[src/rtl/pcmf_pkg.sv]
// pcmf_pkg: shared types, constants and helpers of the point cloud cell marking filter
// no dependencies; used by every other file of the block
package pcmf_pkg;

   localparam int CELL_SIZE_MM       = 50;
   localparam int MAX_CELLS_PER_AXIS = 1024;

   localparam int COORD_W  = 24;
   localparam int RANGE_W  = 23;
   localparam int CSR_W    = 24;
   localparam int CSR_IDX_W = 3;
   localparam int CELLS_REG_W = 11;

   // cell counts after saturation and cell coordinates
   localparam int CNT_W = $clog2(MAX_CELLS_PER_AXIS) + 1;
   localparam int IDX_W = $clog2(MAX_CELLS_PER_AXIS);

   // reciprocal for the floor division by the cell size
   localparam int CELL_LOG  = $clog2(CELL_SIZE_MM);
   localparam int DIV_SHIFT = COORD_W + CELL_LOG + 1;
   localparam int RECIP_W   = 26;
   localparam logic [RECIP_W-1:0] RECIP =
      RECIP_W'(((64'd1 << DIV_SHIFT) + 64'(CELL_SIZE_MM) - 64'd1) / 64'(CELL_SIZE_MM));
   localparam int QUOT_W = COORD_W + RECIP_W;

   localparam int MAG_W  = COORD_W + 1;
   localparam int SQ_W   = 2 * MAG_W;
   localparam int DIST_W = SQ_W + 2;
   localparam int RSQ_W  = 2 * RANGE_W;

   localparam int QDEPTH = 8;
   localparam int QPTR_W = $clog2(QDEPTH);
   localparam int QCNT_W = QPTR_W + 1;

   localparam logic signed [COORD_W-1:0] POS_MAX = {1'b0, {(COORD_W-1){1'b1}}};
   localparam logic signed [COORD_W-1:0] NEG_MAX = {1'b1, {(COORD_W-1){1'b0}}};

   typedef enum logic [2:0] {
      ST_MARKED  = 3'd0,
      ST_LOW     = 3'd1,
      ST_HIGH    = 3'd2,
      ST_FAR     = 3'd3,
      ST_CLOSE   = 3'd4,
      ST_OFFMAP  = 3'd5,
      ST_CLEARED = 3'd6
   } status_type;

   typedef enum logic [CSR_IDX_W-1:0] {
      REG_MIN_HEIGHT = 3'd0,
      REG_MAX_HEIGHT = 3'd1,
      REG_MAX_RANGE  = 3'd2,
      REG_MIN_RANGE  = 3'd3,
      REG_ORIGIN_X   = 3'd4,
      REG_ORIGIN_Y   = 3'd5,
      REG_CELLS_X    = 3'd6,
      REG_CELLS_Y    = 3'd7
   } csr_reg_type;

   typedef struct packed {
      logic signed [COORD_W-1:0] min_height;
      logic signed [COORD_W-1:0] max_height;
      logic [RANGE_W-1:0]        max_range;
      logic [RANGE_W-1:0]        min_range;
      logic signed [COORD_W-1:0] origin_x;
      logic signed [COORD_W-1:0] origin_y;
      logic [CNT_W-1:0]          cells_x;
      logic [CNT_W-1:0]          cells_y;
   } cfg_type;

   typedef struct packed {
      logic                      kind;
      logic signed [COORD_W-1:0] point_x;
      logic signed [COORD_W-1:0] point_y;
      logic signed [COORD_W-1:0] point_z;
      logic signed [COORD_W-1:0] sensor_x;
      logic signed [COORD_W-1:0] sensor_y;
      logic signed [COORD_W-1:0] sensor_z;
   } item_type;

   typedef struct packed {
      status_type                status;
      logic [IDX_W-1:0]          col;
      logic [IDX_W-1:0]          row;
      logic signed [COORD_W-1:0] px;
      logic signed [COORD_W-1:0] py;
   } entry_type;

   typedef struct packed {
      logic not_empty;
      logic full;
   } queue_status_type;

   function automatic logic [CNT_W-1:0] sat_cells(input logic [CELLS_REG_W-1:0] n);
      if (32'(n) > MAX_CELLS_PER_AXIS) begin
         return CNT_W'(MAX_CELLS_PER_AXIS);
      end
      return CNT_W'(n);
   endfunction

endpackage

[src/rtl/pcmf_queue.sv]
// pcmf_queue: small fifo of classified words between front and back
// depends on pcmf_pkg
module pcmf_queue (
   input  logic                       clock,
   input  logic                       reset,
   input  logic                       push,
   input  pcmf_pkg::entry_type        push_entry,
   input  logic                       pop,
   output pcmf_pkg::entry_type        head_entry,
   output pcmf_pkg::queue_status_type status
);

   pcmf_pkg::entry_type               mem_ff [pcmf_pkg::QDEPTH];
   logic [pcmf_pkg::QPTR_W-1:0]       wr_ptr_ff, rd_ptr_ff;
   logic [pcmf_pkg::QCNT_W-1:0]       count_ff;

   always_ff @(posedge clock) begin
      if (push) begin
         mem_ff[wr_ptr_ff] <= push_entry;
      end
   end

   always_ff @(posedge clock) begin
      if (reset) begin
         wr_ptr_ff <= '0;
         rd_ptr_ff <= '0;
         count_ff  <= '0;
      end else begin
         if (push) begin
            wr_ptr_ff <= wr_ptr_ff + 1'b1;
         end
         if (pop) begin
            rd_ptr_ff <= rd_ptr_ff + 1'b1;
         end
         case ({push, pop})
            2'b10:   count_ff <= count_ff + 1'b1;
            2'b01:   count_ff <= count_ff - 1'b1;
            default: count_ff <= count_ff;
         endcase
      end
   end

   assign head_entry       = mem_ff[rd_ptr_ff];
   assign status.not_empty = count_ff != '0;
   assign status.full      = count_ff == pcmf_pkg::QCNT_W'(pcmf_pkg::QDEPTH);

endmodule

[config.mk]
export PLATFORM = sky130hd
export DESIGN_NAME = pcmf_queue
export DESIGN_NICKNAME = d
export VERILOG_FILES = /design/src/rtl/pcmf_pkg.sv /design/src/rtl/pcmf_queue.sv
export SDC_FILE = /design/constraint.sdc
export NUM_CORES = 1
export LEC_CHECK = 0
export BUFFER_PORTS_ARGS = -buffer_cell sky130_fd_sc_hd__buf_2
export CAP_MARGIN = 20
export CORE_AREA = 3 3 206 208
export DETAILED_ROUTE_END_ITERATION = 6
export DIE_AREA = 0 0 209 211
export PLACE_DENSITY = 0.75
export SLEW_MARGIN = 20
export SYNTH_ARGS = -nofsm -noshare
export SYNTH_HDL_FRONTEND = slang
export SYNTH_SLANG_ARGS = --single-unit
[constraint.sdc]
create_clock -name clock -period 6.23 [get_ports clock]
set_clock_uncertainty 0.1 [all_clocks]
set_input_delay 0.9345 -clock clock [delete_from_list [all_inputs] [get_ports clock]]
set_output_delay 0.9345 -clock clock [all_outputs]
set_load 0.02 [all_outputs]
Word-level counts from Yosys, hierarchy flattened:

Memories as Yosys holds them, arrays and structs flattened. A register that Yosys moved wholly into a read port is not among the register bits.
Index checks and enable logic that the tools add are counted.

* flip-flop bits (word level): 10
* bits in writable memories: 568
* latch bits: 0
* bits in read-only memories: 0
* word-level logic and storage cells: 18
* bits of input ports: 75
* output and inout bits: 73
* memories kept: 1

Memories
* mem_ff: depth 8, bits a word 71, rd ports 1, clocked after Yosys merged registers in 1, write ports 1, RTL line pcmf_queue.sv:13 `pcmf_pkg::entry_type mem_ff [pcmf_pkg::QDEPTH];`

* multiplexer cells: 5
* add/sub/neg operators: 4
* magnitude comparators: 0
* equal/unequal tests: 3
* div/mod/pow operators: 0
* reduce and logical (&&, ||, !) cells: 2
* bitwise gates (word level): 0
* multipliers: 0
* shifts and indexed selects: 0

Operator list (count)
* $pmux 4 s2: 1
* $add 3x1->3 const B: 2
* $mux 3: 2
* $add 4x1->4 const B: 1
* $eq 4x4->1 const B: 1
* $reduce_bool 4->1: 1
* $sub 4x1->4 const B: 1
* $eq 2x1->1 const B: 1
* $eq 2x2->1 const B: 1
* $mux 1: 2
* $reduce_bool 2->1: 1

Logic depth before layout (Yosys ltp):

* depth in word-level cells: 3
* mapped depth: 8
* mapped depth without buffers: 8

Worst setup path after synthesis:

OpenSTA, ideal clock, no wires.

* path kind: in2reg
* from: input port push
* to: memory mem_ff[0][0] (netlist name), enable pin
* slack: -306 ps
* arrival time: 5849 ps
* data required time: 5543 ps
* cell stages on the path: 2
* cell sequence: nand2b_1 -> nor3_1

* word-level cells in the longest chain between the ends: 2

Ends and longest elaborated chain
* start, declared: RTL line pcmf_queue.sv:6 `input logic push,`
* $mux 1: RTL line pcmf_queue.sv:18 `if (push) begin`
* $mux 1 (implied by the code): RTL line pcmf_queue.sv:19 `mem_ff[wr_ptr_ff] <= push_entry;`
* end, declared: RTL line pcmf_queue.sv:13

No other way between the ends.

==> reports/results.txt <==
Critical Path End = head_entry[56]
routability congestion estimate from global placement = 0.710
# Max-Cap Violations = 0
Overall Global Routing Usage = 19.9%
worst hold margin = 0.432 ns
ratio of cells with drive above 1 in the final layout = 42.4%
clock latency on the worst-skew pair = 0.57 ns
worst path cell trace = buf_4 > mux4_2 > mux2_2 > buf_2
post-CTS setup buffers = 0
core area = 40700 µm²
vias in the first global route = 10400
Routed Wire Length = 43400 µm
worst slew pin tran = 1.02 ns
Boundary Pins = 148
pin count of the biggest net entering global routing = 84
Root Buffer = clkbuf_16
Post-DP HPWL = 23600 µm
P_leak = 8.02 nW
IO buf count = 147
cells on worst reg2reg path = 3
outcome = complete, no violations
Reg-to-Reg End = mem_ff[3][37]
initial cell density of the core = 53.8%
# DRC = 0
Post-Synthesis Cells = 891
Finish-stage setup viols = 0
CP max stage cell = dfxtp_4
sequential area share after synthesis = 79.0%
Worst Setup End Kind = primary output
Initial DRC Count = 905
die area = 44100 µm²
CTS max path bufs = 3
Vias = 9868
setup slack, reg-to-reg = 3.52 ns
final setup margin = 2.12 ns
Clock Pin Slew Worst Setup and Hold Paths = 0.06 ns
DRT Pass-1 Iters = 7
clock tree sinks = 581
Avg WL per Cell = 26.2 µm
FMAX = 243 MHz
setup TNS = 0 ns
post-layout min period = 4.11 ns
Routed Antenna Nets = 0
RSZ-0062 raised after global routing = false
area grow syn2layout = 14.6%
crit path launch type = flop
Worst EP arrival = 3.08 ns
CTS tree = built
CTS Hold Bufs = 0
CP Class = reg -> out
initial antenna violation count = 10
Cell Pwr Density = 337 nW/µm²
Die W = 209 µm
first-pass GRT wire length = 65600 µm
grt total ovfl = 0
Final Max Slew Viols = 0
flops & latches, synth = 581
slowest stage delay, CP = 0.87 ns
hold crit path type = reg -> reg
Final Hold Violating Endpoints = 0
Post-CTS Resized = 0
Inserted Clock Buffers = 55
detail-routed via count per cell = 5.96
synthesized area = 21900 µm²
Yosys cell types = 25
row cnt = 74
peak supply drop = 0.000184 V
final period utilization = 66.0%
Final nets = 1153
post-synthesis net count = 971
max_slew headroom = 31.9%
H-tree depth = 2
Placement Setup Slack = 2.62 ns
CP required = 5.20 ns
die height = 211 µm
CP Max Fanout = 38
total power = 0.00845 W
Synthesis Warnings = 0
Synth Area per Inst = 24.6 µm²
reg2reg start = wr_ptr_ff[0]
-- logic make-up after synthesis --
kind of cell	share of synthesized area [%]
muxes	18.5
DFF	79.0
adders and majority gates	0.285
xor gates and xnor gates	0.280
buffers and inverters	1.13
and+or+nand+nor	0.685
AOI/OAI and AO/OA	0.148
-- how the worst min path moves through the flow --
stage / from / end / slack, ns / cells after the start
2_1_floorplan: rd_ptr_ff[2] / flop / 0.38 / 2
3_3_place_gp: wr_ptr_ff[2] / wr_ptr_ff[2] / 0.41 / 2
3_5_place_dp: wr_ptr_ff[2] / wr_ptr_ff[2] / 0.42 / 2
4_1_cts: wr_ptr_ff[2] / wr_ptr_ff[2] / 0.44 / 2
5_1_grt: rd_ptr_ff[1] / flop / 0.48 / 2
6_report: wr_ptr_ff[2] / wr_ptr_ff[2] / 0.43 / 2
-- worst max-delay path, delay by kind of cell (launching register included) --
family	cells	cell delay [ns]
buffers and inverters	2	0.71
muxes	2	0.88
DFF	1	0.87
-- cells in the final DEF (no fill, tap or decap), drive strengths merged, types with 3 or more instances in the layout --
master / Yosys / routed
nand2: 5 / 5
buf: 25 / 167
inv: 1 / 6
nor3: 3 / 3
nor2: 16 / 16
diode: 0 / 4
ha: 5 / 5
xor2: 5 / 5
mux2i: 3 / 3
clkbuf: 17 / 68
mux4: 142 / 142
bufinv: 0 / 6
edfxtp: 568 / 568
nand2b: 3 / 3
dfxtp: 13 / 13
mux2: 73 / 73
clkinv: 0 / 23
-- per-layer routing --
| layer | GRT usage (%) | routed length, µm | up-vias |
|---|---|---|---|
| met5 | 0 | 56 | - |
| met4 | 6.28 | 898 | 10 |
| li1 | - | - | 4171 |
| met2 | 31.0 | 21500 | 350 |
| met1 | 29.0 | 18100 | 5263 |
| met3 | 4.08 | 2820 | 74 |
-- synthesized netlist by cell type, drive strengths merged --
master  instances  share of area, %
xor2            5              0.20
mux4          142                15
mux2i           3              0.14
ha              5              0.29
a21oi           2             0.046
nand2b          3             0.086
nor2           16              0.27
mux2           73               3.8
o41ai           1             0.040
nor4b           2             0.080
nor3            3             0.068
nor2b           1             0.029
clkbuf         17              0.29
nand2           5             0.086
edfxtp        568                78
a41oi           1             0.040
or3             1             0.029
inv             1             0.017
xnor2           2             0.080
dfxtp          13               1.2
o21ai           1             0.023
or4             1             0.034
buf            25              0.82
-- registers in the layout, summed over array words and instances (netlist names), named ones only --
| signal | flops |
|---|---|
| mem_ff | 568 |
| count_ff | 4 |
| rd_ptr_ff | 3 |
| wr_ptr_ff | 3 |
-- report_power, final --
part	leakage, nW	switching, W	total [W]	internal, W
clock network	0.870	0.00138	0.00326	0.00188
logic	1.88	0.000407	0.000741	0.000334
registers	5.27	0.0000609	0.00446	0.00440
-- stage by stage --
step / cell area, µm² / cells / util [%]
finish: 25100 / 1655 / 61.7
global route: 25100 / 1654 / 61.7
floorplan: 21900 / 891 / -
detailed placement: 23300 / 1548 / 57.3
CTS: 25100 / 1651 / 61.6
global placement: 23300 / 1547 / 57.3
-- layout make-up --
cell class / count / area (µm²)
multi-input cells: 267 / 4420
inverters: 1 / 3.75
fillers: 2661 / 15600
clock buffers: 68 / 1430
diodes: 4 / 10.0
clock inverters: 35 / 339
well taps: 532 / 666
flip-flops and latches: 581 / 17300
repair buffers: 167 / 923
No activity file was read; power rests on OpenSTA's default activity.
