### config.mk
export PLATFORM = sky130hd
export DESIGN_NAME = pcmf_back_flat
export DESIGN_NICKNAME = d
export VERILOG_FILES = /design/src/rtl/pcmf_pkg.sv /design/src/rtl/pcmf_if.sv /design/src/rtl/pcmf_back.sv /design/src/flat_wrapper.sv
export SDC_FILE = /design/constraint.sdc
export NUM_CORES = 1
export LEC_CHECK = 0
export ABC_AREA = 1
export BUFFER_PORTS_ARGS = -buffer_cell sky130_fd_sc_hd__buf_2
export CORE_UTILIZATION = 53
export DETAILED_ROUTE_END_ITERATION = 10
export PLACE_DENSITY = 0.79
export SLEW_MARGIN = 10
export SYNTH_ARGS = -nofsm -noshare
export SYNTH_HDL_FRONTEND = slang
export SYNTH_SLANG_ARGS = --single-unit
### constraint.sdc
create_clock -name clock -period 7.6 [get_ports clock]
set_input_delay 1.52 -clock clock [delete_from_list [all_inputs] [get_ports clock]]
set_output_delay 1.52 -clock clock [all_outputs]
set_load 0.02 [all_outputs]
### src/rtl/pcmf_pkg.sv
// pcmf_pkg: shared types, constants and helpers of the point cloud cell marking filter
// no dependencies; used by every other file of the block
package pcmf_pkg;

   localparam int CELL_SIZE_MM       = 50;
   localparam int MAX_CELLS_PER_AXIS = 1024;

   localparam int COORD_W  = 24;
   localparam int RANGE_W  = 23;
   localparam int CSR_W    = 24;
   localparam int CSR_IDX_W = 3;
   localparam int CELLS_REG_W = 11;

   // cell counts after saturation and cell coordinates
   localparam int CNT_W = $clog2(MAX_CELLS_PER_AXIS) + 1;
   localparam int IDX_W = $clog2(MAX_CELLS_PER_AXIS);

   // reciprocal for the floor division by the cell size
   localparam int CELL_LOG  = $clog2(CELL_SIZE_MM);
   localparam int DIV_SHIFT = COORD_W + CELL_LOG + 1;
   localparam int RECIP_W   = 26;
   localparam logic [RECIP_W-1:0] RECIP =
      RECIP_W'(((64'd1 << DIV_SHIFT) + 64'(CELL_SIZE_MM) - 64'd1) / 64'(CELL_SIZE_MM));
   localparam int QUOT_W = COORD_W + RECIP_W;

   localparam int MAG_W  = COORD_W + 1;
   localparam int SQ_W   = 2 * MAG_W;
   localparam int DIST_W = SQ_W + 2;
   localparam int RSQ_W  = 2 * RANGE_W;

   localparam int QDEPTH = 8;
   localparam int QPTR_W = $clog2(QDEPTH);
   localparam int QCNT_W = QPTR_W + 1;

   localparam logic signed [COORD_W-1:0] POS_MAX = {1'b0, {(COORD_W-1){1'b1}}};
   localparam logic signed [COORD_W-1:0] NEG_MAX = {1'b1, {(COORD_W-1){1'b0}}};

   typedef enum logic [2:0] {
      ST_MARKED  = 3'd0,
      ST_LOW     = 3'd1,
      ST_HIGH    = 3'd2,
      ST_FAR     = 3'd3,
      ST_CLOSE   = 3'd4,
      ST_OFFMAP  = 3'd5,
      ST_CLEARED = 3'd6
   } status_type;

   typedef enum logic [CSR_IDX_W-1:0] {
      REG_MIN_HEIGHT = 3'd0,
      REG_MAX_HEIGHT = 3'd1,
      REG_MAX_RANGE  = 3'd2,
      REG_MIN_RANGE  = 3'd3,
      REG_ORIGIN_X   = 3'd4,
      REG_ORIGIN_Y   = 3'd5,
      REG_CELLS_X    = 3'd6,
      REG_CELLS_Y    = 3'd7
   } csr_reg_type;

   typedef struct packed {
      logic signed [COORD_W-1:0] min_height;
      logic signed [COORD_W-1:0] max_height;
      logic [RANGE_W-1:0]        max_range;
      logic [RANGE_W-1:0]        min_range;
      logic signed [COORD_W-1:0] origin_x;
      logic signed [COORD_W-1:0] origin_y;
      logic [CNT_W-1:0]          cells_x;
      logic [CNT_W-1:0]          cells_y;
   } cfg_type;

   typedef struct packed {
      logic                      kind;
      logic signed [COORD_W-1:0] point_x;
      logic signed [COORD_W-1:0] point_y;
      logic signed [COORD_W-1:0] point_z;
      logic signed [COORD_W-1:0] sensor_x;
      logic signed [COORD_W-1:0] sensor_y;
      logic signed [COORD_W-1:0] sensor_z;
   } item_type;

   typedef struct packed {
      status_type                status;
      logic [IDX_W-1:0]          col;
      logic [IDX_W-1:0]          row;
      logic signed [COORD_W-1:0] px;
      logic signed [COORD_W-1:0] py;
   } entry_type;

   typedef struct packed {
      logic not_empty;
      logic full;
   } queue_status_type;

   function automatic logic [CNT_W-1:0] sat_cells(input logic [CELLS_REG_W-1:0] n);
      if (32'(n) > MAX_CELLS_PER_AXIS) begin
         return CNT_W'(MAX_CELLS_PER_AXIS);
      end
      return CNT_W'(n);
   endfunction

endpackage

### src/rtl/pcmf_if.sv


interface pcmf_rsp_if;
   logic                               valid;
   logic                               ready;
   logic [2:0]                         status;
   logic [9:0]                         cell_col;
   logic [9:0]                         cell_row;
   logic [19:0]                        cell_index;
   logic signed [pcmf_pkg::COORD_W-1:0] bound_min_x_mm;
   logic signed [pcmf_pkg::COORD_W-1:0] bound_min_y_mm;
   logic signed [pcmf_pkg::COORD_W-1:0] bound_max_x_mm;
   logic signed [pcmf_pkg::COORD_W-1:0] bound_max_y_mm;

   modport source (output valid, status, cell_col, cell_row, cell_index, bound_min_x_mm,
                   bound_min_y_mm, bound_max_x_mm, bound_max_y_mm, input ready);
   modport sink   (input valid, status, cell_col, cell_row, cell_index, bound_min_x_mm,
                   bound_min_y_mm, bound_max_x_mm, bound_max_y_mm, output ready);
endinterface

### src/rtl/pcmf_back.sv
// pcmf_back: cell index, running bounds and response output register
// depends on pcmf_pkg and pcmf_rsp_if; drains pcmf_queue
module pcmf_back (
   input  logic                       clock,
   input  logic                       reset,
   input  pcmf_pkg::cfg_type          cfg,
   input  pcmf_pkg::queue_status_type q_status,
   input  pcmf_pkg::entry_type        head_entry,
   output logic                       pop,
   pcmf_rsp_if.source                 rsp
);

   localparam int CW  = pcmf_pkg::COORD_W;
   localparam int IXW = pcmf_pkg::IDX_W + pcmf_pkg::CNT_W;

   logic                 valid_ff;
   logic [2:0]           status_ff;
   logic [9:0]           col_ff, row_ff;
   logic [19:0]          index_ff;
   logic signed [CW-1:0] lo_x_ff, lo_y_ff, hi_x_ff, hi_y_ff;
   logic signed [CW-1:0] lo_x_in, lo_y_in, hi_x_in, hi_y_in;
   logic [IXW-1:0]       index_in;

   assign pop = q_status.not_empty && (!valid_ff || rsp.ready);

   always_comb begin
      index_in = IXW'(head_entry.row) * IXW'(cfg.cells_x) + IXW'(head_entry.col);
      lo_x_in  = lo_x_ff;
      lo_y_in  = lo_y_ff;
      hi_x_in  = hi_x_ff;
      hi_y_in  = hi_y_ff;
      case (head_entry.status)
         pcmf_pkg::ST_CLEARED: begin
            lo_x_in = pcmf_pkg::POS_MAX;
            lo_y_in = pcmf_pkg::POS_MAX;
            hi_x_in = pcmf_pkg::NEG_MAX;
            hi_y_in = pcmf_pkg::NEG_MAX;
         end
         pcmf_pkg::ST_MARKED: begin
            if (head_entry.px < lo_x_ff) lo_x_in = head_entry.px;
            if (head_entry.py < lo_y_ff) lo_y_in = head_entry.py;
            if (head_entry.px > hi_x_ff) hi_x_in = head_entry.px;
            if (head_entry.py > hi_y_ff) hi_y_in = head_entry.py;
         end
         default: begin
         end
      endcase
   end

   always_ff @(posedge clock) begin
      if (reset) begin
         valid_ff <= 1'b0;
         lo_x_ff  <= pcmf_pkg::POS_MAX;
         lo_y_ff  <= pcmf_pkg::POS_MAX;
         hi_x_ff  <= pcmf_pkg::NEG_MAX;
         hi_y_ff  <= pcmf_pkg::NEG_MAX;
      end else begin
         if (pop) begin
            valid_ff <= 1'b1;
            lo_x_ff  <= lo_x_in;
            lo_y_ff  <= lo_y_in;
            hi_x_ff  <= hi_x_in;
            hi_y_ff  <= hi_y_in;
         end else if (rsp.ready) begin
            valid_ff <= 1'b0;
         end
      end
   end

   always_ff @(posedge clock) begin
      if (pop) begin
         status_ff <= head_entry.status;
         col_ff    <= 10'(head_entry.col);
         row_ff    <= 10'(head_entry.row);
         index_ff  <= 20'(index_in);
      end
   end

   assign rsp.valid          = valid_ff;
   assign rsp.status         = status_ff;
   assign rsp.cell_col       = col_ff;
   assign rsp.cell_row       = row_ff;
   assign rsp.cell_index     = index_ff;
   assign rsp.bound_min_x_mm = lo_x_ff;
   assign rsp.bound_min_y_mm = lo_y_ff;
   assign rsp.bound_max_x_mm = hi_x_ff;
   assign rsp.bound_max_y_mm = hi_y_ff;

endmodule

### src/flat_wrapper.sv
// flat-port wrapper written by rule: the top's interface ports become plain ports
module pcmf_back_flat 
  (clock, reset, cfg, q_status, head_entry, pop, rsp_valid, rsp_status, rsp_cell_col, rsp_cell_row, rsp_cell_index, rsp_bound_min_x_mm, rsp_bound_min_y_mm, rsp_bound_max_x_mm, rsp_bound_max_y_mm, rsp_ready);
  pcmf_rsp_if rsp_i ();
  input  logic clock;
  input  logic reset;
  input  pcmf_pkg::cfg_type cfg;
  input  pcmf_pkg::queue_status_type q_status;
  input  pcmf_pkg::entry_type head_entry;
  output logic pop;
  output wire logic [$bits(rsp_i.valid)-1:0] rsp_valid;
  output wire logic [$bits(rsp_i.status)-1:0] rsp_status;
  output wire logic [$bits(rsp_i.cell_col)-1:0] rsp_cell_col;
  output wire logic [$bits(rsp_i.cell_row)-1:0] rsp_cell_row;
  output wire logic [$bits(rsp_i.cell_index)-1:0] rsp_cell_index;
  output wire logic [$bits(rsp_i.bound_min_x_mm)-1:0] rsp_bound_min_x_mm;
  output wire logic [$bits(rsp_i.bound_min_y_mm)-1:0] rsp_bound_min_y_mm;
  output wire logic [$bits(rsp_i.bound_max_x_mm)-1:0] rsp_bound_max_x_mm;
  output wire logic [$bits(rsp_i.bound_max_y_mm)-1:0] rsp_bound_max_y_mm;
  input wire logic [$bits(rsp_i.ready)-1:0] rsp_ready;
  assign rsp_valid = rsp_i.valid;
  assign rsp_status = rsp_i.status;
  assign rsp_cell_col = rsp_i.cell_col;
  assign rsp_cell_row = rsp_i.cell_row;
  assign rsp_cell_index = rsp_i.cell_index;
  assign rsp_bound_min_x_mm = rsp_i.bound_min_x_mm;
  assign rsp_bound_min_y_mm = rsp_i.bound_min_y_mm;
  assign rsp_bound_max_x_mm = rsp_i.bound_max_x_mm;
  assign rsp_bound_max_y_mm = rsp_i.bound_max_y_mm;
  assign rsp_i.ready = rsp_ready;
  pcmf_back u_core (.clock(clock), .reset(reset), .cfg(cfg), .q_status(q_status), .head_entry(head_entry), .pop(pop), .rsp(rsp_i));
endmodule
* Word level (Yosys, flattened, before mapping)
Index checks and enable logic that the tools add are counted.
Operators by class: add/subtract/negate cells 1, multiply operators 1, magnitude comparators 4, equality and inequality tests 5, muxes and demuxes 10, reductions and logical operators 10
Operator list (count):
- 24-bit one-hot mux with 2 select lines | 4
- 24-bit two-way mux | 4
- 24-bit greater-than comparator | 2
- 24-bit less-than comparator | 2
- 20-bit by 10-bit adder with 20-bit output | 1
- 10-bit by 11-bit multiplier with 20-bit output | 1
- 3-bit AND reduction | 4
- 2-bit by 1-bit inequality test with 1-bit output, second input constant | 4
- 2-bit nonzero test | 2
- 3-bit == test, second input constant | 1
- 3-bit logical NOT | 1
- 1-bit two-way mux | 2
- 1-bit logical AND | 1
- 1-bit logical NOT | 1
- 1-bit logical OR | 1
Storage, ports and cells: bits in registers 140, bits of input ports 240, output and inout port bits 141, logic and storage cells 40

* Logic depth before layout (Yosys ltp)
Gate-level depths: netlist of run 1.
depth in word-level cells 4, depth in mapped cells 22, gate-level depth less buffers 21

* Least setup slack after synthesis of run 1
OpenSTA, ideal clock, no wires.
path type input port to flip-flop, start input head_entry[51] (netlist name), end register u_core.index_ff[17] (netlist: u_core.rsp.cell_index[17]), data pin, data arrival time 5945 ps, path slack 1390 ps, cell stages on the path 19, cells stage by stage clkbuf_1 nand2_1 fa_1 inv_1 fa_1 inv_1 fa_1 inv_1 fa_1 inv_1 fa_1 inv_1 ha_1 a21o_1 a21boi_0 nand3_1 a21oi_1 o21ai_0 xor2_1
On the way: longest elaborated chain between the ends 2
RTL lines:
- start, declared | RTL line flat_wrapper.sv:9 | input pcmf_pkg::entry_type head_entry;
- 10-bit by 11-bit multiplier with 20-bit output | RTL line pcmf_back.sv:27 | index_in = IXW'(head_entry.row) * IXW'(cfg.cells_x) + IXW'(head_entry.col);
- 20-bit by 10-bit adder with 20-bit output | RTL line pcmf_back.sv:27
- via u_core.index_in[17] | RTL line pcmf_back.sv:22 | logic [IXW-1:0] index_in;
- end signal, assigned | RTL line pcmf_back.sv:75 | index_ff <= 20'(index_in);
- end, declared | RTL line pcmf_back.sv:19 | logic [19:0] index_ff;
The timed path passes the listed nets, and every way through them passes these cells. A chain may end at the register's enable or synchronous reset.

* Worst setup path after layout of run 1
Same ends and word-level chain as after synthesis.

==> reports/results.ini, run 1 <==
[run_status]
run_status=completed

[sta]
drv_slew=0
tns_ns=0
holdWs_ns=0.485
rsz0062_at_grt=false
period_minus_slack_ns=6.12
finalSetupViolations=0
tightest_slew_ns=1.15
skew_ns=0.00937
hold_viol=0
slew_headroom_pct=23.5
fin_crit_sh_pct=80.6
fmax_ghz=0.163

[critical_path]
crit_type=in2reg
path_max_fanout=12
cp_data_arrival_time_ns=6.30
cp-end-kind=register
r2r-start=u_core.rsp.bound_min_y_mm[15]
crit_required_ns=7.77
critPathLaunchType=primary input
worstRegToRegCells=13
r2r_slack_ns=4.54
r2r-end=u_core.rsp.bound_min_y_mm[23]

[floorplan]
rows=54
die_w_um=153
die_h_um=153
io-pin-count=381
dieArea_um2=23500
core_area_um2=22200
initial_utilization_pct=54.7

[clock_tree]
cts-resized-gates=0
path_clk_slew_ns=0.07
htreeDepth=4
post_cts_buffers=0
cts_inserted_buffers=17
clk_latency_ns=0.44
clock-sinks=140
root_buffer=clkbuf_16
holdBufCountCts=0
clockBufferDepth=2
cts_tree=done

[global_route]
grt.busiest_layer=met2
gr-usage-all-layers_pct=28.3
use_met2_pct=46.9
grt_max_degree=97
grtUsageMet3_pct=7.54
antenna_found_initial=1
grt_use_met1_pct=36.1
grt_pass1_wl_um=52800
overflow=0
grt_pass1_vias=10859

[logic_synthesis]
synth.largest_area_cell=dfxtp_1
yosys_warnings=0
mappedNetlistArea_um2=12100
synth-seq-cells=140
post-synth-top-count-cell=nand2_1
synth_flop_cell=dfxtp_1
synthMuxAreaShare_pct=0
async_reset_ff_share_pct=0
avgSynthCellArea_um2=7.63
synthTopCellsByArea=dfxtp_1 16%, ha_1 16%, fa_1 13%
synth_cell_types=44
yosysTopAreaCellShare_pct=16.0
synth-edff-count=43
synth_xor_area_share_pct=1.52
synth_top_family_by_area=adder cells
ys_top_cells_by_count=398 x nand2_1, 299 x inv_1, 151 x ha_1, 130 x nand3_1, 97 x dfxtp_1
synthCells=1589
syn-num-nets=2059
synth_compound_area_share_pct=7.55
synth.yosys.seq_area_share_pct=26.7
synthAdderAreaFrac_pct=28.6
synth-simple-area-share_pct=23.3

[layout]
finalNonFillerCells=2062
syn2layout_area_growth_pct=14.9
drive_gt1_share_pct=17.6
nets=2238
fillerInstances=1912
multi_input_area_um2=7410
ff_latch_area_um2=3230

[routing]
routed_via_density=5.34
post-route-drc-count=0
dr.pass1.iters=7
wl_um=32500
wl_per_cell_um=15.7
vias=11007
antenna_left=0
drt_iter0_drc=839

[pwr]
power_density_nw_per_um2=262
ir_drop_mv=0.352
p_leak_uw=0.00783

[run]
maxCapViolations=0

[place]
dp.cells=2029
gp_congestion=0.878
port_buffers=226
dp_hpwl_um=23900

[hold_path]
hold_end=u_core.rsp.bound_min_x_mm[12]
hold-path-cell-count=2
holdCritStartpoint=u_core.rsp.bound_min_x_mm[12]
min_path_type=reg2reg

[power breakdown]
| group | leakage (µW) | switching, µW | internal [µW] | total, µW |
|---|---|---|---|---|
| Combinational | 0.00631 | 1080 | 680 | 1760 |
| Sequential | 0.00121 | 35.5 | 935 | 971 |
| Clock | 0.000306 | 375 | 545 | 920 |
| Total | 0.00783 | 1490 | 2160 | 3650 |
[metal layers]
metal	up-vias	share of wire (%)
met4	2	1.7
li1	5333	-
met1	5177	43
met5	-	0.040
met2	442	46
met3	53	9.3
[through the flow]
| stage | utilization [%] | total power (µW) | setup slack [ns] | cell area, µm² |
|---|---|---|---|---|
| 2_1_floorplan | - | 2300 | 1.39 | 12100 |
| 5_1_grt | 62.9 | 3940 | 1.28 | 13900 |
| 3_3_place_gp | 60.1 | 2690 | 1.17 | 13300 |
| 6_report | 62.9 | 3650 | 1.48 | 13900 |
| 4_1_cts | 62.9 | 3660 | 1.51 | 13900 |
| 3_5_place_dp | 60.1 | 2710 | 1.08 | 13300 |
[cell usage in the layout (no fill, tap or decap), types with 43 or more instances in the layout]
cell        n
nand2_1   398
inv_1     299
buf_2     226
ha_1      151
nand3_1   130
dfxtp_1    97
nor2_1     92
a21oi_1    88
fa_1       79
edfxtp_1   43
[logic make-up (layout without fill, tap and decap cells)]
logic type | after synthesis | count (layout)
AOI/OAI and AO/OA | 154 | 154
xor gates and xnor gates | 21 | 21
adders and majority gates | 230 | 230
buffers and inverters | 375 | 567
DFF | 140 | 140
other | 0 | 1
and+or+nand+nor | 669 | 669
[worst max path at each step]
| stage | startpoint | end | slack, ns | depth (start not counted) |
|---|---|---|---|---|
| 5_1_grt | head_entry[51] | u_core.rsp.cell_index[17] | 1.28 | 19 |
| 2_1_floorplan | head_entry[51] | u_core.rsp.cell_index[17] | 1.39 | 19 |
| 4_1_cts | head_entry[51] | u_core.rsp.cell_index[17] | 1.51 | 19 |
| 3_5_place_dp | head_entry[51] | u_core.rsp.cell_index[17] | 1.08 | 19 |
| 3_3_place_gp | head_entry[51] | u_core.rsp.cell_index[17] | 1.17 | 19 |
| 6_report | head_entry[51] | u_core.rsp.cell_index[17] | 1.48 | 19 |
[state kept, by name (all words and copies together), names as in the netlist]
signal,count
u_core.rsp.bound_min_y_mm,24
u_core.rsp.status,3
u_core.rsp.bound_min_x_mm,24
u_core.rsp.cell_col,10
u_core.rsp.valid,1
u_core.rsp.cell_row,10
u_core.rsp.bound_max_x_mm,24
u_core.rsp.cell_index,20
u_core.rsp.bound_max_y_mm,24
[worst max-delay path: stages]
cell	delay [ns]
buf_2	0.25
nand2_1	0.14
fa_1	0.56
inv_1	0.05
fa_1	0.49
inv_1	0.05
fa_1	0.49
inv_1	0.06
fa_1	0.54
inv_1	0.06
fa_1	0.54
inv_1	0.04
ha_1	0.34
a21o_1	0.18
a21boi_0	0.21
nand3_1	0.19
a21oi_1	0.25
o21ai_0	0.15
xor2_1	0.17
[final cells by class]
cell class              count  share of cell area, %
multi-input cells        1074                   53.1
flip-flops and latches    140                   23.2
repair buffers            233                   8.49
inverters                 302                   8.13
clock buffers              19                   3.26
well taps                 280                   2.51
clock inverters            13                   1.26
diodes                      1                 0.0179
Note: power is estimated with default switching activity, not from simulation.
==> inputs of run 2 (changes only) <==
==> constraint.sdc (replaced) <==
create_clock -name clock -period 6 [get_ports clock]
set_input_delay 1.2 -clock clock [delete_from_list [all_inputs] [get_ports clock]]
set_output_delay 1.2 -clock clock [all_outputs]
set_load 0.02 [all_outputs]
==> reports/results.ini, run 2 (synthesized netlist as in run 1, its figures left out) <==
[run_status]
run_status=completed

[sta]
hold_viol=0  ; unchanged
finalSetupViolations=0  ; unchanged
slew_headroom_pct=36.5  ; +13 points
fin_crit_sh_pct=93.0
skew_ns=0.00882  ; -0.000551 ns
tightest_slew_ns=0.949  ; -0.198 ns
fmax_ghz=0.179
drv_slew=0  ; unchanged
tns_ns=0  ; unchanged
period_minus_slack_ns=5.58
rsz0062_at_grt=false

[clock_tree]
post_cts_buffers=0  ; unchanged
cts_tree=done
root_buffer=clkbuf_16
clk_latency_ns=0.44  ; about the same
cts_inserted_buffers=17  ; unchanged
htreeDepth=4  ; unchanged
clock-sinks=140  ; unchanged
path_clk_slew_ns=0.07  ; about the same
clockBufferDepth=2  ; unchanged
holdBufCountCts=0  ; unchanged
cts-resized-gates=0  ; unchanged

[global_route]
grt_pass1_vias=10836  ; -0.21%
gr-usage-all-layers_pct=28.5  ; +0.24 points
grt_max_degree=74  ; -24%
antenna_found_initial=2  ; +1
overflow=0  ; unchanged
grt_pass1_wl_um=53000  ; +0.42%

[floorplan]
die_h_um=153  ; unchanged
initial_utilization_pct=54.7  ; unchanged
die_w_um=153  ; unchanged
rows=54  ; unchanged
dieArea_um2=23500  ; unchanged
core_area_um2=22200  ; unchanged
io-pin-count=381  ; unchanged

[pwr]
ir_drop_mv=0.536  ; +52%
p_leak_uw=0.00794  ; +1.5%
power_density_nw_per_um2=336  ; +28%
total_power_uw=4740  ; +30%

[layout]
fillerInstances=1888  ; -1.3%
postLayoutCoreUtil_pct=63.7  ; +0.80 points
drive_gt1_share_pct=18.8  ; +1.2 points
final_cell_mix=398 x nand2_1, 299 x inv_1, 226 x buf_2
finalNonFillerCells=2087  ; +1.2%
stdcell_area_um2=14100  ; +1.3%
syn2layout_area_growth_pct=16.4
nets=2264  ; +1.2%
antenna_cells=0  ; -1
mostFrequentLayoutCell=nand2_1

[place]
dp.cells=2055  ; +1.3%
port_buffers=226  ; unchanged
gp_congestion=0.902  ; +2.6%
dp_hpwl_um=24800  ; +3.6%
dpl_cell_area_um2=13500  ; +1.5%

[critical_path]
cp_data_arrival_time_ns=5.76  ; -0.54 ns
worstRegToRegCells=13  ; unchanged
crit_type=in2reg
crit_required_ns=6.18  ; -1.59 ns
cp-end-kind=register
critPathLaunchType=primary input
path_max_fanout=8  ; -4

[routing]
wl_um=32800  ; +0.95%
post-route-drc-count=0  ; unchanged
drt_iter0_drc=781  ; -6.9%
dr.pass1.iters=5  ; -2
vias=11062  ; +0.50%
wl_per_cell_um=15.7  ; -0.25%
routed_via_density=5.30  ; -0.70%
antenna_left=0  ; unchanged

[hold_path]
hold-path-cell-count=2  ; unchanged
min_path_type=reg2reg

[run]
maxCapViolations=0  ; unchanged

[run 2: worst max-delay path: stages]
cell and delay [ns]:
buf_2 0.19, nand2_1 0.11, fa_1 0.53, inv_1 0.05
fa_1 0.51, inv_1 0.05, fa_1 0.50, inv_1 0.06
fa_1 0.56, inv_1 0.07, fa_1 0.54, inv_1 0.04
ha_1 0.29, a21o_1 0.17, a21boi_0 0.22, nand3_1 0.16
a21oi_1 0.21, o21ai_0 0.12, xor2_1 0.16
[run 2: per-stage QoR]
step,hold WS (ns),setup slack [ns]
after floorplan,0.553,0.110
after global placement,0.463,0.0807
after detailed placement,0.471,0.00332
after CTS,0.488,0.453
after global routing,0.507,0.159
final,0.485,0.421
[run 2: path summary, 6_finish.rpt]
path                                                      end                           from  slack [ns]
worst max-delay path                u_core.rsp.cell_index[17]                 head_entry[51]        0.42
worst min-delay path             u_core.rsp.bound_min_x_mm[6]   u_core.rsp.bound_min_x_mm[6]        0.48
worst max register to register  u_core.rsp.bound_min_y_mm[23]  u_core.rsp.bound_min_y_mm[15]        3.02
worst min register to register   u_core.rsp.bound_min_x_mm[6]   u_core.rsp.bound_min_x_mm[6]        0.48
[run 2: report_power, final]
group / switching, µW / internal, µW
logic: 1410 / 960
registers: 44.6 / 1180
clock network: 478 / 659
total: 1930 / 2800
[run 2: cell type report]
class                           instances  area (µm²)  area share, %
Sequential cell                       140        3230           22.9
Clock buffer                           20         467           3.30
Timing Repair Buffer                  259        1380           9.76
Inverter                              302        1130           8.03
Clock inverter                         12         148           1.05
Tap cell                              280         350           2.48
Multi-Input combinational cell       1074        7410           52.5
[run 2: per-layer routing]
| metal | share of wire (%) | routed length (µm) | global-route usage [%] | vias up |
|---|---|---|---|---|
| li1 | - | - | - | 5382 |
| met5 | 0.070 | 23 | 0 | - |
| met2 | 46 | 15000 | 47.1 | 422 |
| met4 | 2.1 | 692 | 10.5 | 4 |
| met3 | 9.4 | 3090 | 8.34 | 53 |
| met1 | 43 | 14000 | 35.3 | 5201 |
==> inputs of run 3 (changes only) <==
--- a/config.mk
+++ b/config.mk
@@ -7,9 +7,11 @@
 export LEC_CHECK = 0
 export ABC_AREA = 1
 export BUFFER_PORTS_ARGS = -buffer_cell sky130_fd_sc_hd__buf_2
-export CORE_UTILIZATION = 53
+export CELL_PAD_IN_SITES_DETAIL_PLACEMENT = 1
+export CELL_PAD_IN_SITES_GLOBAL_PLACEMENT = 1
+export CORE_UTILIZATION = 38
 export DETAILED_ROUTE_END_ITERATION = 10
-export PLACE_DENSITY = 0.79
+export PLACE_DENSITY = 0.8
 export SLEW_MARGIN = 10
 export SYNTH_ARGS = -nofsm -noshare
 export SYNTH_HDL_FRONTEND = slang
==> reports/results.ini, run 3 (synthesized netlist as in run 1, its figures left out) <==
[clock_tree]
clockBufferDepth=2  ; unchanged
holdBufCountCts=0  ; unchanged
clock-sinks=140  ; unchanged
cts_tree=done
cts-resized-gates=0  ; unchanged
post_cts_buffers=0  ; unchanged
htreeDepth=4  ; unchanged
path_clk_slew_ns=0.07  ; about the same
cts_inserted_buffers=17  ; unchanged
clk_latency_ns=0.44  ; about the same
root_buffer=clkbuf_16

[sta]
hold_viol=0  ; unchanged
tightest_slew_ns=1.05  ; +0.104 ns
rsz0062_at_grt=false
fin_crit_sh_pct=93.0  ; about the same
skew_ns=0.0114  ; +0.00255 ns
slew_headroom_pct=29.6  ; -6.9 points
drv_slew=0  ; unchanged
period_minus_slack_ns=5.58  ; +0.00384 ns
fmax_ghz=0.179  ; about the same
finalSetupViolations=0  ; unchanged
tns_ns=0  ; unchanged

[layout]
nets=2261  ; -0.13%
finalNonFillerCells=2208  ; +5.8%
syn2layout_area_growth_pct=17.7
final_cell_mix=398 x nand2_1, 298 x inv_1, 226 x buf_2
drive_gt1_share_pct=18.6  ; -0.19 points
stdcell_area_um2=14300  ; +1.2%
mostFrequentLayoutCell=nand2_1

[critical_path]
path_max_fanout=6  ; -2
critPathLaunchType=primary input
crit_required_ns=6.18  ; about the same
path_buf_inv=6  ; unchanged
slowest_stage=fa_1
slowest_delay_ns=0.55  ; about the same
cp-end-kind=register
cp_common_cell=fa_1
r2r_slack_ns=2.73  ; -0.29 ns
cp_data_arrival_time_ns=5.77  ; about the same
crit_type=in2reg
worstRegToRegCells=13  ; unchanged
worst-path-stages=19  ; unchanged
crit_family=adder cells
cp_cell_sequence=buf_2, buf_4, nand2_1, fa_1, inv_1, fa_1, fa_1, fa_1, inv_1, fa_1, inv_1, ha_1, nand2_1, inv_1, a21oi_1, o21ai_1, a21boi_1, o21ai_0, xor2_1

[global_route]
grt_pass1_wl_um=61600  ; +16%
gr-usage-all-layers_pct=23.9  ; -4.6 points
overflow=0  ; unchanged
grt_max_degree=75  ; +1.4%
antenna_found_initial=2  ; unchanged
grt_pass1_vias=11827  ; +9.1%

[hold_path]
min_path_type=reg2reg
hold-path-cell-count=2  ; unchanged

[run_status]
run_status=completed

[floorplan]
io-pin-count=381  ; unchanged
dieArea_um2=32600  ; +39%
rows=65  ; +20%
die_h_um=181  ; +18%
core_area_um2=31500  ; +42%
die_w_um=181  ; +18%
initial_utilization_pct=38.5  ; -16 points

[routing]
wl_um=38400  ; +17%
antenna_left=0  ; unchanged
dr.pass1.iters=5  ; unchanged
wl_per_cell_um=17.4  ; +11%
vias=11229  ; +1.5%
drt_iter0_drc=604  ; -23%
routed_via_density=5.09  ; -4.1%
post-route-drc-count=0  ; unchanged

[place]
dp.cells=2174  ; +5.8%
dp_hpwl_um=28900  ; +16%
dpl_cell_area_um2=13600  ; +0.96%
gp_congestion=0.837  ; -7.2%
port_buffers=226  ; unchanged

[run]
maxCapViolations=0  ; unchanged

[pwr]
p_leak_uw=0.00793  ; about the same
ir_drop_mv=0.366  ; -32%
power_density_nw_per_um2=344  ; +2.4%

-- run 3: changes by cell type in the layout (fill, tap and decap cells not counted), sizes merged --
cell and change:
clkinv +7, inv -7, buf -3, bufinv +2
clkbuf -2, diode +2
-- run 3: cell type report --
| cell class | count | area, µm² |
|---|---|---|
| diodes | 2 | 5.00 |
| clock buffers | 18 | 450 |
| clock inverters | 14 | 191 |
| fillers | 3980 | 17200 |
| inverters | 302 | 1130 |
| multi-input cells | 1074 | 7410 |
| flip-flops and latches | 140 | 3230 |
| well taps | 402 | 503 |
| repair buffers | 256 | 1360 |
-- run 3: power by group --
group / internal (µW) / total, µW / switching (µW) / leakage, µW
logic: 980 / 2470 / 1490 / 0.00642
clock network: 721 / 1200 / 479 / 0.000307
registers: 1190 / 1240 / 56.2 / 0.00121
total: 2890 / 4910 / 2020 / 0.00793
-- run 3: path summary, 6_finish.rpt --
check | start | end
worst max-delay path | head_entry[51] | u_core.rsp.cell_index[14]
worst min-delay path | u_core.rsp.bound_min_x_mm[15] | u_core.rsp.bound_min_x_mm[15]
worst max register to register | u_core.rsp.bound_min_y_mm[15] | u_core.rsp.bound_min_y_mm[23]
worst min register to register | u_core.rsp.bound_min_x_mm[15] | u_core.rsp.bound_min_x_mm[15]
-- run 3: metal layers --
metal | wire (µm) | track usage, % | vias to the layer above
li1 | - | - | 5377
met1 | 17000 | 30.1 | 5555
met2 | 18600 | 40.7 | 251
met3 | 2170 | 5.07 | 46
met4 | 696 | 7.73 | 0
met5 | 0 | 0 | -
-- run 3: metrics by stage --
stage | setup slack (ns) | power (µW) | util, % | hold slack (ns)
floorplan | 0.110 | 2920 | - | 0.553
global placement | 0.0501 | 3620 | 43.3 | 0.459
detailed placement | -0.0583 | 3730 | 43.3 | 0.470
CTS | 0.382 | 4970 | 45.4 | 0.485
global route | 0.166 | 5290 | 45.4 | 0.518
finish | 0.418 | 4910 | 45.4 | 0.484
-- run 3: worst reg2reg max path: cells and delay by family, from the launching register on --
family | cells | cell delay, ns
buffers and inverters | 1 | 0.06
and+or+nand+nor | 11 | 2.46
adders and majority gates | 1 | 0.29
DFF | 1 | 0.36
